### src/hdl/dmi_pkg.sv
`timescale 1ns / 1ps
`default_nettype none
// ----------------------------------------------------------------------------
// dmi_pkg - shared definitions for the drag motion integrator
// Field widths, register reset values, register indexes and the control
// structures that pass between the sequencer and the serial multiplier.
// ----------------------------------------------------------------------------
package dmi_pkg;

   localparam int IN_W  = 16;          // input vector components, Q2.14
   localparam int DT_W  = 16;          // time step, Q0.16
   localparam int FG_W  = 32;          // force gain, Q16.16
   localparam int DC_W  = 16;          // drag coefficient, Q0.16
   localparam int OUT_W = 32;          // velocity, move, acceleration, Q16.16

   localparam logic [FG_W-1:0] FG_RESET = 32'd19660800;
   localparam logic [DC_W-1:0] DC_RESET = 16'd33;

   // register indexes on the csr port
   localparam logic CSR_FORCE_GAIN = 1'b0;
   localparam logic CSR_DRAG_COEFF = 1'b1;

   // serial multiplier geometry
   localparam int MA_W   = 48;         // multiplicand
   localparam int MB_W   = 32;         // multiplier, left aligned
   localparam int DIG_W  = 4;          // digit taken per cycle
   localparam int MP_W   = 64;         // product
   localparam int NDIG_W = 4;          // digit count

   typedef struct packed {
      logic              start;
      logic [NDIG_W-1:0] ndig;
   } mul_ctl_type;

   typedef struct packed {
      logic busy;
      logic done;
   } mul_stat_type;

endpackage

`default_nettype wire

### src/hdl/dmi_req_if.sv
`timescale 1ns / 1ps
`default_nettype none
// ----------------------------------------------------------------------------
// dmi_req_if - request channel
// Time step and input vector, valid/ready handshake.
// ----------------------------------------------------------------------------
interface dmi_req_if import dmi_pkg::*; ();
   logic                   valid;
   logic                   ready;
   logic        [DT_W-1:0] dt;
   logic signed [IN_W-1:0] in_x;
   logic signed [IN_W-1:0] in_y;
   logic signed [IN_W-1:0] in_z;

   modport source (output valid, dt, in_x, in_y, in_z, input ready);
   modport sink   (input valid, dt, in_x, in_y, in_z, output ready);
endinterface

`default_nettype wire

### src/hdl/dmi_rsp_if.sv
`timescale 1ns / 1ps
`default_nettype none
// ----------------------------------------------------------------------------
// dmi_rsp_if - response channel
// New velocity and move for one step, valid/ready handshake.
// ----------------------------------------------------------------------------
interface dmi_rsp_if import dmi_pkg::*; ();
   logic                    valid;
   logic                    ready;
   logic signed [OUT_W-1:0] vel_x;
   logic signed [OUT_W-1:0] vel_y;
   logic signed [OUT_W-1:0] vel_z;
   logic signed [OUT_W-1:0] move_x;
   logic signed [OUT_W-1:0] move_y;
   logic signed [OUT_W-1:0] move_z;

   modport source (output valid, vel_x, vel_y, vel_z, move_x, move_y, move_z,
                   input ready);
   modport sink   (input valid, vel_x, vel_y, vel_z, move_x, move_y, move_z,
                   output ready);
endinterface

`default_nettype wire

### src/hdl/dmi_mul.sv
`timescale 1ns / 1ps
`default_nettype none
// ----------------------------------------------------------------------------
// dmi_mul - digit serial unsigned multiplier
// Takes the multiplier four bits a cycle, most significant digit first, and
// accumulates shifted partial products. Done pulses once the product is final.
// ----------------------------------------------------------------------------
module dmi_mul import dmi_pkg::*; (
   input  wire logic              clock,
   input  wire logic              reset,
   input  wire mul_ctl_type       ctl,
   input  wire logic [MA_W-1:0]   a,
   input  wire logic [MB_W-1:0]   b,
   output mul_stat_type           stat,
   output logic      [MP_W-1:0]   prod
);

   logic [MA_W-1:0]       a_ff;
   logic [MB_W-1:0]       b_ff;
   logic [MP_W-1:0]       acc_ff;
   logic [MP_W-1:0]       acc_in;
   logic [NDIG_W-1:0]     cnt_ff;
   logic                  busy_ff;
   logic                  done_ff;
   logic [MA_W+DIG_W-1:0] part;

   always_comb begin
      part   = a_ff * b_ff[MB_W-1 -: DIG_W];
      acc_in = {acc_ff[MP_W-DIG_W-1:0], {DIG_W{1'b0}}} + MP_W'(part);
   end

   always_ff @(posedge clock) begin
      if (reset) begin
         busy_ff <= 1'b0;
         done_ff <= 1'b0;
         cnt_ff  <= '0;
      end else begin
         done_ff <= 1'b0;
         if (ctl.start) begin
            busy_ff <= 1'b1;
            cnt_ff  <= ctl.ndig;
         end else if (busy_ff) begin
            cnt_ff <= cnt_ff - 1'b1;
            if (cnt_ff == NDIG_W'(1)) begin
               busy_ff <= 1'b0;
               done_ff <= 1'b1;
            end
         end
      end
   end

   always_ff @(posedge clock) begin
      if (ctl.start) begin
         a_ff   <= a;
         b_ff   <= b;
         acc_ff <= '0;
      end else if (busy_ff) begin
         acc_ff <= acc_in;
         b_ff   <= {b_ff[MB_W-DIG_W-1:0], {DIG_W{1'b0}}};
      end
   end

   assign stat.busy = busy_ff;
   assign stat.done = done_ff;
   assign prod      = acc_ff;

endmodule

`default_nettype wire

### src/hdl/drag_motion_integrator.sv
`timescale 1ns / 1ps
`default_nettype none
// ----------------------------------------------------------------------------
// drag_motion_integrator - point mass step under input force and square drag
// Clamps the input vector to unit length, scales it by the force gain,
// subtracts quadratic drag and advances velocity by the trapezoid rule.
// ----------------------------------------------------------------------------
//  channel   direction  handshake      payload
//  req_bus   in         valid/ready    dt, in_x, in_y, in_z
//  rsp_bus   out        valid/ready    vel_x/y/z, move_x/y/z
//  csr_*     in         write enable   csr_index, csr_wdata
//
//  One item at a time: a new request is taken only once the last result has
//  gone to the response register. The shared 4-bit digit multiplier forms
//  all 24 products of an item in turn; the clamp adds a bit serial square
//  root and a divide on three lanes.
//  Reset gives zero velocity and acceleration and the default registers.
//  A waiting response does not block the next request; only its write-back
//  waits for the response register to empty.
// ----------------------------------------------------------------------------
module drag_motion_integrator import dmi_pkg::*; (
   input  wire logic            clock,
   input  wire logic            reset,
   input  wire logic            csr_we,
   input  wire logic            csr_index,
   input  wire logic [FG_W-1:0] csr_wdata,
   dmi_req_if.sink              req_bus,
   dmi_rsp_if.source            rsp_bus
);

   localparam logic [3:0] S_IDLE = 4'd0;
   localparam logic [3:0] S_SQ   = 4'd1;
   localparam logic [3:0] S_SQRT = 4'd2;
   localparam logic [3:0] S_DIV  = 4'd3;
   localparam logic [3:0] S_AIN  = 4'd4;
   localparam logic [3:0] S_VSQ  = 4'd5;
   localparam logic [3:0] S_DRAG = 4'd6;
   localparam logic [3:0] S_VEL  = 4'd7;
   localparam logic [3:0] S_AM1  = 4'd8;
   localparam logic [3:0] S_AM2  = 4'd9;
   localparam logic [3:0] S_MOVE = 4'd10;
   localparam logic [3:0] S_OUT  = 4'd11;

   localparam logic signed [48:0] SAT_HI = 49'sd2147483647;
   localparam logic signed [48:0] SAT_LO = -49'sd2147483648;

   function automatic logic signed [OUT_W-1:0] sat32(input logic signed [48:0] x);
      if (x > SAT_HI)
         return SAT_HI[OUT_W-1:0];
      else if (x < SAT_LO)
         return SAT_LO[OUT_W-1:0];
      else
         return x[OUT_W-1:0];
   endfunction

   logic [3:0]              state_ff;
   logic                    iss_ff;
   logic [1:0]              ax_ff;
   logic [4:0]              cnt_ff;
   logic [FG_W-1:0]         fg_ff;
   logic [DC_W-1:0]         dc_ff;
   logic signed [OUT_W-1:0] vel_ff [3];
   logic signed [OUT_W-1:0] acc_ff [3];
   logic [DT_W-1:0]         dt_ff;
   logic                    sgn_ff [3];
   logic [15:0]             mag_ff [3];
   logic [31:0]             sq_ff;
   logic [47:0]             rad_ff;
   logic [25:0]             srem_ff;
   logic [23:0]             root_ff;
   logic [23:0]             drem_ff [3];
   logic signed [35:0]      ain_ff;
   logic [46:0]             r1_ff;
   logic signed [OUT_W-1:0] na_ff;
   logic signed [OUT_W-1:0] nv_ff;
   logic [47:0]             p1_ff;
   logic [30:0]             am_ff;
   logic signed [OUT_W-1:0] resv_ff [3];
   logic signed [OUT_W-1:0] resm_ff [3];
   logic signed [OUT_W-1:0] ov_ff [3];
   logic signed [OUT_W-1:0] om_ff [3];
   logic                    rsp_v_ff;

   mul_ctl_type       mul_ctl;
   mul_stat_type      mul_stat;
   logic [MA_W-1:0]   mul_a;
   logic [MB_W-1:0]   mul_b;
   logic [MP_W-1:0]   prod;
   logic              is_mul;
   logic              take;

   logic signed [OUT_W-1:0] vcur;
   logic signed [OUT_W-1:0] acur;
   logic [31:0]             vm;
   logic signed [32:0]      sum_a;
   logic [32:0]             smag;
   logic [31:0]             namag;
   logic [31:0]             nvmag;
   logic [31:0]             sq_sum;
   logic [27:0]             srem_sh;
   logic [27:0]             trial;
   logic [34:0]             ainm;
   logic signed [35:0]      ain_in;
   logic [46:0]             rnd16;
   logic signed [48:0]      drag49;
   logic signed [OUT_W-1:0] na_in;
   logic [31:0]             tv;
   logic signed [33:0]      nv34;
   logic signed [OUT_W-1:0] nv_in;
   logic [30:0]             am_in;
   logic [31:0]             tm;
   logic signed [33:0]      mv34;
   logic signed [OUT_W-1:0] mv_in;
   logic                    out_load;

   dmi_mul u_mul (
      .clock (clock),
      .reset (reset),
      .ctl   (mul_ctl),
      .a     (mul_a),
      .b     (mul_b),
      .stat  (mul_stat),
      .prod  (prod)
   );

   // current axis operands
   always_comb begin
      vcur  = vel_ff[ax_ff];
      acur  = acc_ff[ax_ff];
      vm    = vcur[OUT_W-1] ? 32'(-vcur) : 32'(vcur);
      sum_a = {acur[OUT_W-1], acur} + {na_ff[OUT_W-1], na_ff};
      smag  = sum_a[32] ? 33'(-sum_a) : 33'(sum_a);
      namag = na_ff[OUT_W-1] ? 32'(-na_ff) : 32'(na_ff);
      nvmag = nv_ff[OUT_W-1] ? 32'(-nv_ff) : 32'(nv_ff);
   end

   // multiplier operand selection
   always_comb begin
      is_mul = state_ff inside {S_SQ, S_AIN, S_VSQ, S_DRAG, S_VEL, S_AM1, S_AM2, S_MOVE};
      mul_ctl.start = is_mul && !iss_ff;
      mul_ctl.ndig  = NDIG_W'(4);
      mul_a = '0;
      mul_b = '0;
      case (state_ff)
         S_SQ: begin
            mul_a = MA_W'(mag_ff[ax_ff]);
            mul_b = {mag_ff[ax_ff], 16'd0};
         end
         S_AIN: begin
            mul_a = MA_W'(fg_ff);
            mul_b = {mag_ff[ax_ff], 16'd0};
         end
         S_VSQ: begin
            mul_a = MA_W'(vm);
            mul_b = vm;
            mul_ctl.ndig = NDIG_W'(8);
         end
         S_DRAG: begin
            mul_a = MA_W'(r1_ff);
            mul_b = {dc_ff, 16'd0};
         end
         S_VEL: begin
            mul_a = MA_W'(smag);
            mul_b = {dt_ff, 16'd0};
         end
         S_AM1: begin
            mul_a = MA_W'(namag);
            mul_b = {dt_ff, 16'd0};
         end
         S_AM2: begin
            mul_a = p1_ff;
            mul_b = {dt_ff, 16'd0};
         end
         S_MOVE: begin
            mul_a = MA_W'(nvmag);
            mul_b = {dt_ff, 16'd0};
         end
         default: begin
            mul_a = '0;
            mul_b = '0;
         end
      endcase
      take = iss_ff && mul_stat.done;
   end

   // arithmetic on the finished product
   always_comb begin
      sq_sum  = sq_ff + prod[31:0];
      srem_sh = {srem_ff, rad_ff[47:46]};
      trial   = {2'b00, root_ff, 2'b01};

      ainm   = {1'b0, prod[47:14]} + 35'(prod[13]);
      ain_in = sgn_ff[ax_ff] ? -$signed({1'b0, ainm}) : $signed({1'b0, ainm});

      rnd16  = prod[62:16] + 47'(prod[15]);
      drag49 = vcur[OUT_W-1] ? -$signed({2'b00, rnd16}) : $signed({2'b00, rnd16});
      na_in  = sat32(49'(ain_ff) - drag49);

      tv    = {1'b0, prod[47:17]} + 32'(prod[16]);
      nv34  = 34'(vcur) + (sum_a[32] ? -$signed({2'b00, tv}) : $signed({2'b00, tv}));
      nv_in = sat32(49'(nv34));

      am_in = {1'b0, prod[62:33]} + 31'(prod[32]);

      tm    = prod[47:16] + 32'(prod[15]);
      mv34  = (nv_ff[OUT_W-1] ? -$signed({2'b00, tm}) : $signed({2'b00, tm}))
            + (na_ff[OUT_W-1] ? -$signed({3'b000, am_ff}) : $signed({3'b000, am_ff}));
      mv_in = sat32(49'(mv34));

      out_load = (state_ff == S_OUT) && (!rsp_v_ff || rsp_bus.ready);
   end

   assign req_bus.ready = (state_ff == S_IDLE);

   // configuration
   always_ff @(posedge clock) begin
      if (reset) begin
         fg_ff <= FG_RESET;
         dc_ff <= DC_RESET;
      end else if (csr_we) begin
         case (csr_index)
            CSR_FORCE_GAIN: fg_ff <= csr_wdata;
            CSR_DRAG_COEFF: dc_ff <= csr_wdata[DC_W-1:0];
            default: ;
         endcase
      end
   end

   // sequencer
   always_ff @(posedge clock) begin
      if (reset) begin
         state_ff <= S_IDLE;
         iss_ff   <= 1'b0;
         ax_ff    <= '0;
         cnt_ff   <= '0;
         rsp_v_ff <= 1'b0;
         for (int i = 0; i < 3; i++) begin
            vel_ff[i] <= '0;
            acc_ff[i] <= '0;
         end
      end else begin
         if (mul_ctl.start)
            iss_ff <= 1'b1;
         else if (take)
            iss_ff <= 1'b0;

         if (out_load)
            rsp_v_ff <= 1'b1;
         else if (rsp_bus.ready)
            rsp_v_ff <= 1'b0;

         case (state_ff)
            S_IDLE: begin
               if (req_bus.valid) begin
                  ax_ff    <= '0;
                  state_ff <= S_SQ;
               end
            end
            S_SQ: begin
               if (take) begin
                  if (ax_ff == 2'd2) begin
                     ax_ff <= '0;
                     if (sq_sum > 32'h1000_0000) begin
                        cnt_ff   <= 5'd23;
                        state_ff <= S_SQRT;
                     end else begin
                        state_ff <= S_AIN;
                     end
                  end else begin
                     ax_ff <= ax_ff + 1'b1;
                  end
               end
            end
            S_SQRT: begin
               cnt_ff <= cnt_ff - 1'b1;
               if (cnt_ff == '0) begin
                  cnt_ff   <= 5'd15;
                  state_ff <= S_DIV;
               end
            end
            S_DIV: begin
               cnt_ff <= cnt_ff - 1'b1;
               if (cnt_ff == '0)
                  state_ff <= S_AIN;
            end
            S_AIN:  if (take) state_ff <= S_VSQ;
            S_VSQ:  if (take) state_ff <= S_DRAG;
            S_DRAG: if (take) state_ff <= S_VEL;
            S_VEL:  if (take) state_ff <= S_AM1;
            S_AM1:  if (take) state_ff <= S_AM2;
            S_AM2:  if (take) state_ff <= S_MOVE;
            S_MOVE: begin
               if (take) begin
                  vel_ff[ax_ff] <= nv_ff;
                  acc_ff[ax_ff] <= na_ff;
                  if (ax_ff == 2'd2) begin
                     state_ff <= S_OUT;
                  end else begin
                     ax_ff    <= ax_ff + 1'b1;
                     state_ff <= S_AIN;
                  end
               end
            end
            S_OUT: begin
               // hold until the response register is free
               if (out_load)
                  state_ff <= S_IDLE;
            end
            default: state_ff <= S_IDLE;
         endcase
      end
   end

   // datapath registers
   always_ff @(posedge clock) begin
      if (state_ff == S_IDLE && req_bus.valid) begin
         dt_ff     <= req_bus.dt;
         sgn_ff[0] <= req_bus.in_x[IN_W-1];
         sgn_ff[1] <= req_bus.in_y[IN_W-1];
         sgn_ff[2] <= req_bus.in_z[IN_W-1];
         mag_ff[0] <= req_bus.in_x[IN_W-1] ? 16'(-req_bus.in_x) : 16'(req_bus.in_x);
         mag_ff[1] <= req_bus.in_y[IN_W-1] ? 16'(-req_bus.in_y) : 16'(req_bus.in_y);
         mag_ff[2] <= req_bus.in_z[IN_W-1] ? 16'(-req_bus.in_z) : 16'(req_bus.in_z);
         sq_ff     <= '0;
      end

      if (state_ff == S_SQ && take) begin
         sq_ff   <= sq_sum;
         rad_ff  <= {sq_sum, 16'd0};
         srem_ff <= '0;
         root_ff <= '0;
      end

      // one root bit per cycle
      if (state_ff == S_SQRT) begin
         rad_ff <= {rad_ff[45:0], 2'b00};
         if (srem_sh >= trial) begin
            srem_ff <= 26'(srem_sh - trial);
            root_ff <= {root_ff[22:0], 1'b1};
         end else begin
            srem_ff <= srem_sh[25:0];
            root_ff <= {root_ff[22:0], 1'b0};
         end
         if (cnt_ff == '0) begin
            for (int i = 0; i < 3; i++)
               drem_ff[i] <= {2'b00, mag_ff[i], 6'd0};
         end
      end

      // one quotient bit per cycle on each lane
      if (state_ff == S_DIV) begin
         for (int i = 0; i < 3; i++) begin
            if ({drem_ff[i], 1'b0} >= {1'b0, root_ff}) begin
               drem_ff[i] <= 24'({drem_ff[i], 1'b0} - {1'b0, root_ff});
               mag_ff[i]  <= {mag_ff[i][14:0], 1'b1};
            end else begin
               drem_ff[i] <= {drem_ff[i][22:0], 1'b0};
               mag_ff[i]  <= {mag_ff[i][14:0], 1'b0};
            end
         end
      end

      if (take) begin
         case (state_ff)
            S_AIN:  ain_ff <= ain_in;
            S_VSQ:  r1_ff  <= rnd16;
            S_DRAG: na_ff  <= na_in;
            S_VEL:  nv_ff  <= nv_in;
            S_AM1:  p1_ff  <= prod[47:0];
            S_AM2:  am_ff  <= am_in;
            S_MOVE: begin
               resv_ff[ax_ff] <= nv_ff;
               resm_ff[ax_ff] <= mv_in;
            end
            default: ;
         endcase
      end

      if (out_load) begin
         for (int i = 0; i < 3; i++) begin
            ov_ff[i] <= resv_ff[i];
            om_ff[i] <= resm_ff[i];
         end
      end
   end

   assign rsp_bus.valid  = rsp_v_ff;
   assign rsp_bus.vel_x  = ov_ff[0];
   assign rsp_bus.vel_y  = ov_ff[1];
   assign rsp_bus.vel_z  = ov_ff[2];
   assign rsp_bus.move_x = om_ff[0];
   assign rsp_bus.move_y = om_ff[1];
   assign rsp_bus.move_z = om_ff[2];

   a_done_expected: assert property (@(posedge clock) disable iff (reset)
      mul_stat.done |-> iss_ff)
      else $error("multiplier finished with no product pending");

   a_busy_expected: assert property (@(posedge clock) disable iff (reset)
      mul_stat.busy |-> (iss_ff && is_mul))
      else $error("multiplier running outside a product step");

   a_root_range: assert property (@(posedge clock) disable iff (reset)
      (state_ff == S_DIV) |-> (root_ff[23:22] != 2'b00))
      else $error("clamp length below unit scale");

   a_axis_range: assert property (@(posedge clock) disable iff (reset)
      ax_ff != 2'd3)
      else $error("axis index out of range");

endmodule

`default_nettype wire
### src/flat_wrapper.sv
// flat-port wrapper written by rule: the top's interface ports become plain ports
module drag_motion_integrator_flat import dmi_pkg::*;
  (clock, reset, csr_we, csr_index, csr_wdata, req_bus_valid, req_bus_dt, req_bus_in_x, req_bus_in_y, req_bus_in_z, req_bus_ready, rsp_bus_valid, rsp_bus_vel_x, rsp_bus_vel_y, rsp_bus_vel_z, rsp_bus_move_x, rsp_bus_move_y, rsp_bus_move_z, rsp_bus_ready);
  dmi_req_if req_bus_i ();
  dmi_rsp_if rsp_bus_i ();
  input  wire logic clock;
  input  wire logic reset;
  input  wire logic csr_we;
  input  wire logic csr_index;
  input  wire logic [FG_W-1:0] csr_wdata;
  input wire logic [$bits(req_bus_i.valid)-1:0] req_bus_valid;
  input wire logic [$bits(req_bus_i.dt)-1:0] req_bus_dt;
  input wire logic [$bits(req_bus_i.in_x)-1:0] req_bus_in_x;
  input wire logic [$bits(req_bus_i.in_y)-1:0] req_bus_in_y;
  input wire logic [$bits(req_bus_i.in_z)-1:0] req_bus_in_z;
  output wire logic [$bits(req_bus_i.ready)-1:0] req_bus_ready;
  output wire logic [$bits(rsp_bus_i.valid)-1:0] rsp_bus_valid;
  output wire logic [$bits(rsp_bus_i.vel_x)-1:0] rsp_bus_vel_x;
  output wire logic [$bits(rsp_bus_i.vel_y)-1:0] rsp_bus_vel_y;
  output wire logic [$bits(rsp_bus_i.vel_z)-1:0] rsp_bus_vel_z;
  output wire logic [$bits(rsp_bus_i.move_x)-1:0] rsp_bus_move_x;
  output wire logic [$bits(rsp_bus_i.move_y)-1:0] rsp_bus_move_y;
  output wire logic [$bits(rsp_bus_i.move_z)-1:0] rsp_bus_move_z;
  input wire logic [$bits(rsp_bus_i.ready)-1:0] rsp_bus_ready;
  assign req_bus_i.valid = req_bus_valid;
  assign req_bus_i.dt = req_bus_dt;
  assign req_bus_i.in_x = req_bus_in_x;
  assign req_bus_i.in_y = req_bus_in_y;
  assign req_bus_i.in_z = req_bus_in_z;
  assign req_bus_ready = req_bus_i.ready;
  assign rsp_bus_valid = rsp_bus_i.valid;
  assign rsp_bus_vel_x = rsp_bus_i.vel_x;
  assign rsp_bus_vel_y = rsp_bus_i.vel_y;
  assign rsp_bus_vel_z = rsp_bus_i.vel_z;
  assign rsp_bus_move_x = rsp_bus_i.move_x;
  assign rsp_bus_move_y = rsp_bus_i.move_y;
  assign rsp_bus_move_z = rsp_bus_i.move_z;
  assign rsp_bus_i.ready = rsp_bus_ready;
  drag_motion_integrator u_core (.clock(clock), .reset(reset), .csr_we(csr_we), .csr_index(csr_index), .csr_wdata(csr_wdata), .req_bus(req_bus_i), .rsp_bus(rsp_bus_i));
endmodule
### config.mk
export PLATFORM = sky130hd
export DESIGN_NAME = drag_motion_integrator_flat
export DESIGN_NICKNAME = d
export VERILOG_FILES = /design/src/hdl/dmi_pkg.sv /design/src/hdl/dmi_req_if.sv /design/src/hdl/dmi_rsp_if.sv /design/src/hdl/dmi_mul.sv /design/src/hdl/drag_motion_integrator.sv /design/src/flat_wrapper.sv
export SDC_FILE = /design/constraint.sdc
export NUM_CORES = 2
export LEC_CHECK = 0
export BUFFER_PORTS_ARGS = -buffer_cell sky130_fd_sc_hd__buf_2
export CAP_MARGIN = 20
export CORE_MARGIN = 1
export CORE_UTILIZATION = 51
export DETAILED_ROUTE_END_ITERATION = 10
export PLACE_DENSITY = 0.68
export SLEW_MARGIN = 40
export SYNTH_ARGS = -nofsm -noshare
export SYNTH_HDL_FRONTEND = slang
export SYNTH_SLANG_ARGS = --single-unit
### constraint.sdc
create_clock -name clock -period 14.2 [get_ports clock]
set_clock_uncertainty 0.05 [all_clocks]
set_input_delay 1.42 -clock clock [delete_from_list [all_inputs] [get_ports clock]]
set_output_delay 1.42 -clock clock [all_outputs]
set_load 0.02 [all_outputs]
==> metrics.yaml <==
run_status:
  status: "finished clean"
floorplan:
  start_util: 0.516
  io_pins: 296
  rows: 145
  die-area_um2: 160000
  dieWidth_um: 401
  coreArea_um2: 157000
  die_y_um: 401
synthesis:
  synth_top_family_by_area: "simple AND/OR/NAND/NOR gates"
  avgSynthCellArea_um2: 10.6
  synth_compound_area_frac: 0.136
  synth_fa_ha_area_frac: 0.0923
  ys_warn_count: 0
  synth_seq_cells: 1331
  synthArstFlopShare: 0
  synth_top_area_frac: 0.444
  synth_area_leaders: "edfxtp_1, ha_1, xnor2_1"
  synthSimpleGateAreaFrac: 0.146
  ys_types: 105
  synth_edf_count: 1197
  synthCells: 7624
  yosysTopAreaCell: "edfxtp_1"
  synthFlopType: "edfxtp_1"
  synth_mux_area_frac: 0.0358
  synthXorXnorAreaFrac: 0.0795
  ys_seq_area_frac: 0.477
  synthesis.nets: 8235
  mappedNetlistArea_um2: 81000
sta:
  fin_tns_setup_ns: 0
  maxClockFrequency_mhz: 116
  tightestPinTransition_ns: 1.03
  setup-violations-final: 0
  rsz0062_at_grt: "false"
  slew-limit-headroom: 0.303
  slew_viol_final: 0
  fin_crit_sh: 0.610
  fin_crit_ns: 8.66
  finalHoldViolCount: 0
power:
  pwr_density_cell_nw_per_um2: 258
  worst_ir_drop_vdd_v: 0.000323
  p_sw_mw: 10.8
  power_leakage_nw: 35.2
  p_seq_frac: 0.243
  power_frac_comb: 0.592
  p_int_mw: 12.4
  switching_share: 0.466
  clockPowerShare: 0.165
  finalPower_mw: 23.2
detailed_routing:
  maxUsedRoutingLayer: "met5"
  via_per_inst: 6.37
  via_count: 63700
  wl_per_cell_um: 27.5
  final_antenna_net_count: 0
  wl_met3_um: 29500
  firstDrtPassIters: 7
  drt_iter0_drc: 8286
  totalWireLength_um: 275000
  wl_met2_um: 118000
  wirelength_met1_um: 113000
  drc: 0
place:
  port_buffers: 295
  gp_congestion: 1.11
  dp.final_hpwl_um: 208000
  dpl_cell_area_um2: 84800
cells_and_area:
  design_area_um2: 89700
  area_delta_synth_final_pct: 10.7
  nNetsFinal: 8425
  layout-drive-gt1-share: 0.108
  postLayoutCoreUtil: 0.572
setup_path:
  arrival_ns: 9.11
  worstSetupStartpointType: "register"
  crit_path_max_incr_delay_ns: 0.60
  cp-end-kind: "register"
  crit_type: "register to register"
  worst_path_max_delay_cell: "mux4_2"
  cp_common_cell: "o21ai_0"
  cp.required_ns: 14.66
  path_max_fanout: 49
clocking:
  ctsHoldBuffers: 0
  cts_buffer_depth: 3
  post_cts_resized: 0
  cts_buffers: 145
  clk_latency_ns: 0.83
  clkTransAtPathRegs_ns: 0.06
  h-tree-depth: 4
  postCtsSetupBuffers: 0
  tritoncts: "done"
  cts_root_buffer: "clkbuf_16"
  clock-sinks: 1331
global_route:
  antenna_found_initial: 24
  grt_overflow_total: 0
  grt_pass1_wl_um: 399000
  grt_util_all_layers: 0.336
  grt_max_degree: 145
  grt_pass1_vias: 58900
job:
  maxCapViolations: 0
hold_path:
  hold_class: "register to register"
cells in the final DEF (no fill, tap or decap), drive strengths merged, types with 147 or more instances in the layout:
cell type,count
and3,252
buf,411
ha,362
nor2,543
nand2,814
clkbuf,178
a21oi,418
a21o,210
xnor2,443
fa,147
edfxtp,1197
inv,325
o21ai,460
xor2,289
cells by family after synthesis:
logic type	Yosys count
and+or+nand+nor	2440
AOI/OAI and AO/OA	1716
DFF	1331
xor gates and xnor gates	732
buffers and inverters	686
adders and majority gates	509
muxes	210
metrics by stage:
step	instances	setup WS [ns]	hold slack, ns
CTS	9984	5.23	0.358
global placement	9709	5.39	0.351
finish	9998	5.54	0.364
floorplan	7624	3.40	0.350
detailed placement	9719	5.28	0.355
global route	9990	4.88	0.361
worst max-delay path, delay by kind of cell, from the launching register on:
| kind | cells | cell delay, ns |
|---|---|---|
| xor gates and xnor gates | 2 | 0.68 |
| and+or+nand+nor | 3 | 0.42 |
| buffers and inverters | 2 | 0.92 |
| DFF | 1 | 0.57 |
| adders and majority gates | 2 | 0.78 |
| AOI/OAI and AO/OA | 17 | 4.25 |
| muxes | 1 | 0.60 |
registers in the layout, indices dropped and copies added (netlist names), 36 cells and up, named ones only:
name and count:
u_core.acc_ff 128, u_core.vel_ff 128, u_core.om_ff 96, u_core.ov_ff 96
u_core.resm_ff 96, u_core.resv_ff 96, u_core.drem_ff 72, u_core.u_mul.prod 63
u_core.mag_ff 48, u_core.p1_ff 48, u_core.u_mul.a_ff 48, u_core.r1_ff 47
u_core.ain_ff 36
synthesized netlist by cell type, types with 16 or more instances:
cell type     n
buf_2        23
dfxtp_1     134
o22ai_1      16
nand3_1     144
o211ai_1     33
xnor2_1     440
nand2_1     813
nor2_1      543
nor3_1      117
a22oi_1      16
a21o_1      210
buf_1        32
or2_2        46
o21bai_1     41
o31ai_1      85
a222oi_1     31
nand4_1      96
inv_1       314
fa_1        147
ha_1        362
o31a_1       18
and3_1      252
or4_1        24
a211o_1      17
nor4_1       49
clkbuf_1    305
nand2b_1     68
edfxtp_1   1197
a21oi_1     417
a21boi_0     21
mux4_2       63
xor2_1      288
a31oi_1      60
and2_1       88
o21ai_0     451
a211oi_1     65
o21a_1       43
a2111oi_0    19
mux2i_1     141
or3_1        53
nor2b_1      58
o41ai_1      22
and4_1       22
final cells by class:
| type | count | area, µm² |
|---|---|---|
| timing repair buffer | 415 | 2460 |
| antenna | 8 | 20.0 |
| tap | 2058 | 2570 |
| sequential | 1331 | 38600 |
| clock buffer | 174 | 3790 |
| clock inverter | 91 | 956 |
| fill | 13200 | 67200 |
| inverter | 314 | 1180 |
| multi-input combinational | 5607 | 40100 |
power by group through the flow:
stage               Clock, mW  Sequential (mW)  Combinational [mW]
floorplan                   0             5.41                9.85
global placement            0             5.68                13.2
detailed placement          0             5.69                13.3
CTS                      3.87             5.62                13.4
global route             4.01             5.66                15.0
finish                   3.82             5.63                13.7
layer usage:
layer / track usage / vias to the layer above
met5: 0 / -
met4: 0.164 / 26
met3: 0.0835 / 669
met2: 0.492 / 3488
met1: 0.465 / 31100
li1: - / 28400
path summary, 6_finish.rpt:
check,startpoint,endpoint,slack (ns),cells after the start
max,register,u_core.nv_ff[9]$_SDFFCE_PN1P_,5.54,27
min,u_core.resm_ff[0][5]$_DFFE_PP_,u_core.om_ff[0][5]$_DFFE_PP_,0.36,0
max reg2reg,register,u_core.nv_ff[9]$_SDFFCE_PN1P_,5.54,27
min reg2reg,u_core.resm_ff[0][5]$_DFFE_PP_,u_core.om_ff[0][5]$_DFFE_PP_,0.36,0
Note: power is estimated with default switching activity, not from simulation.
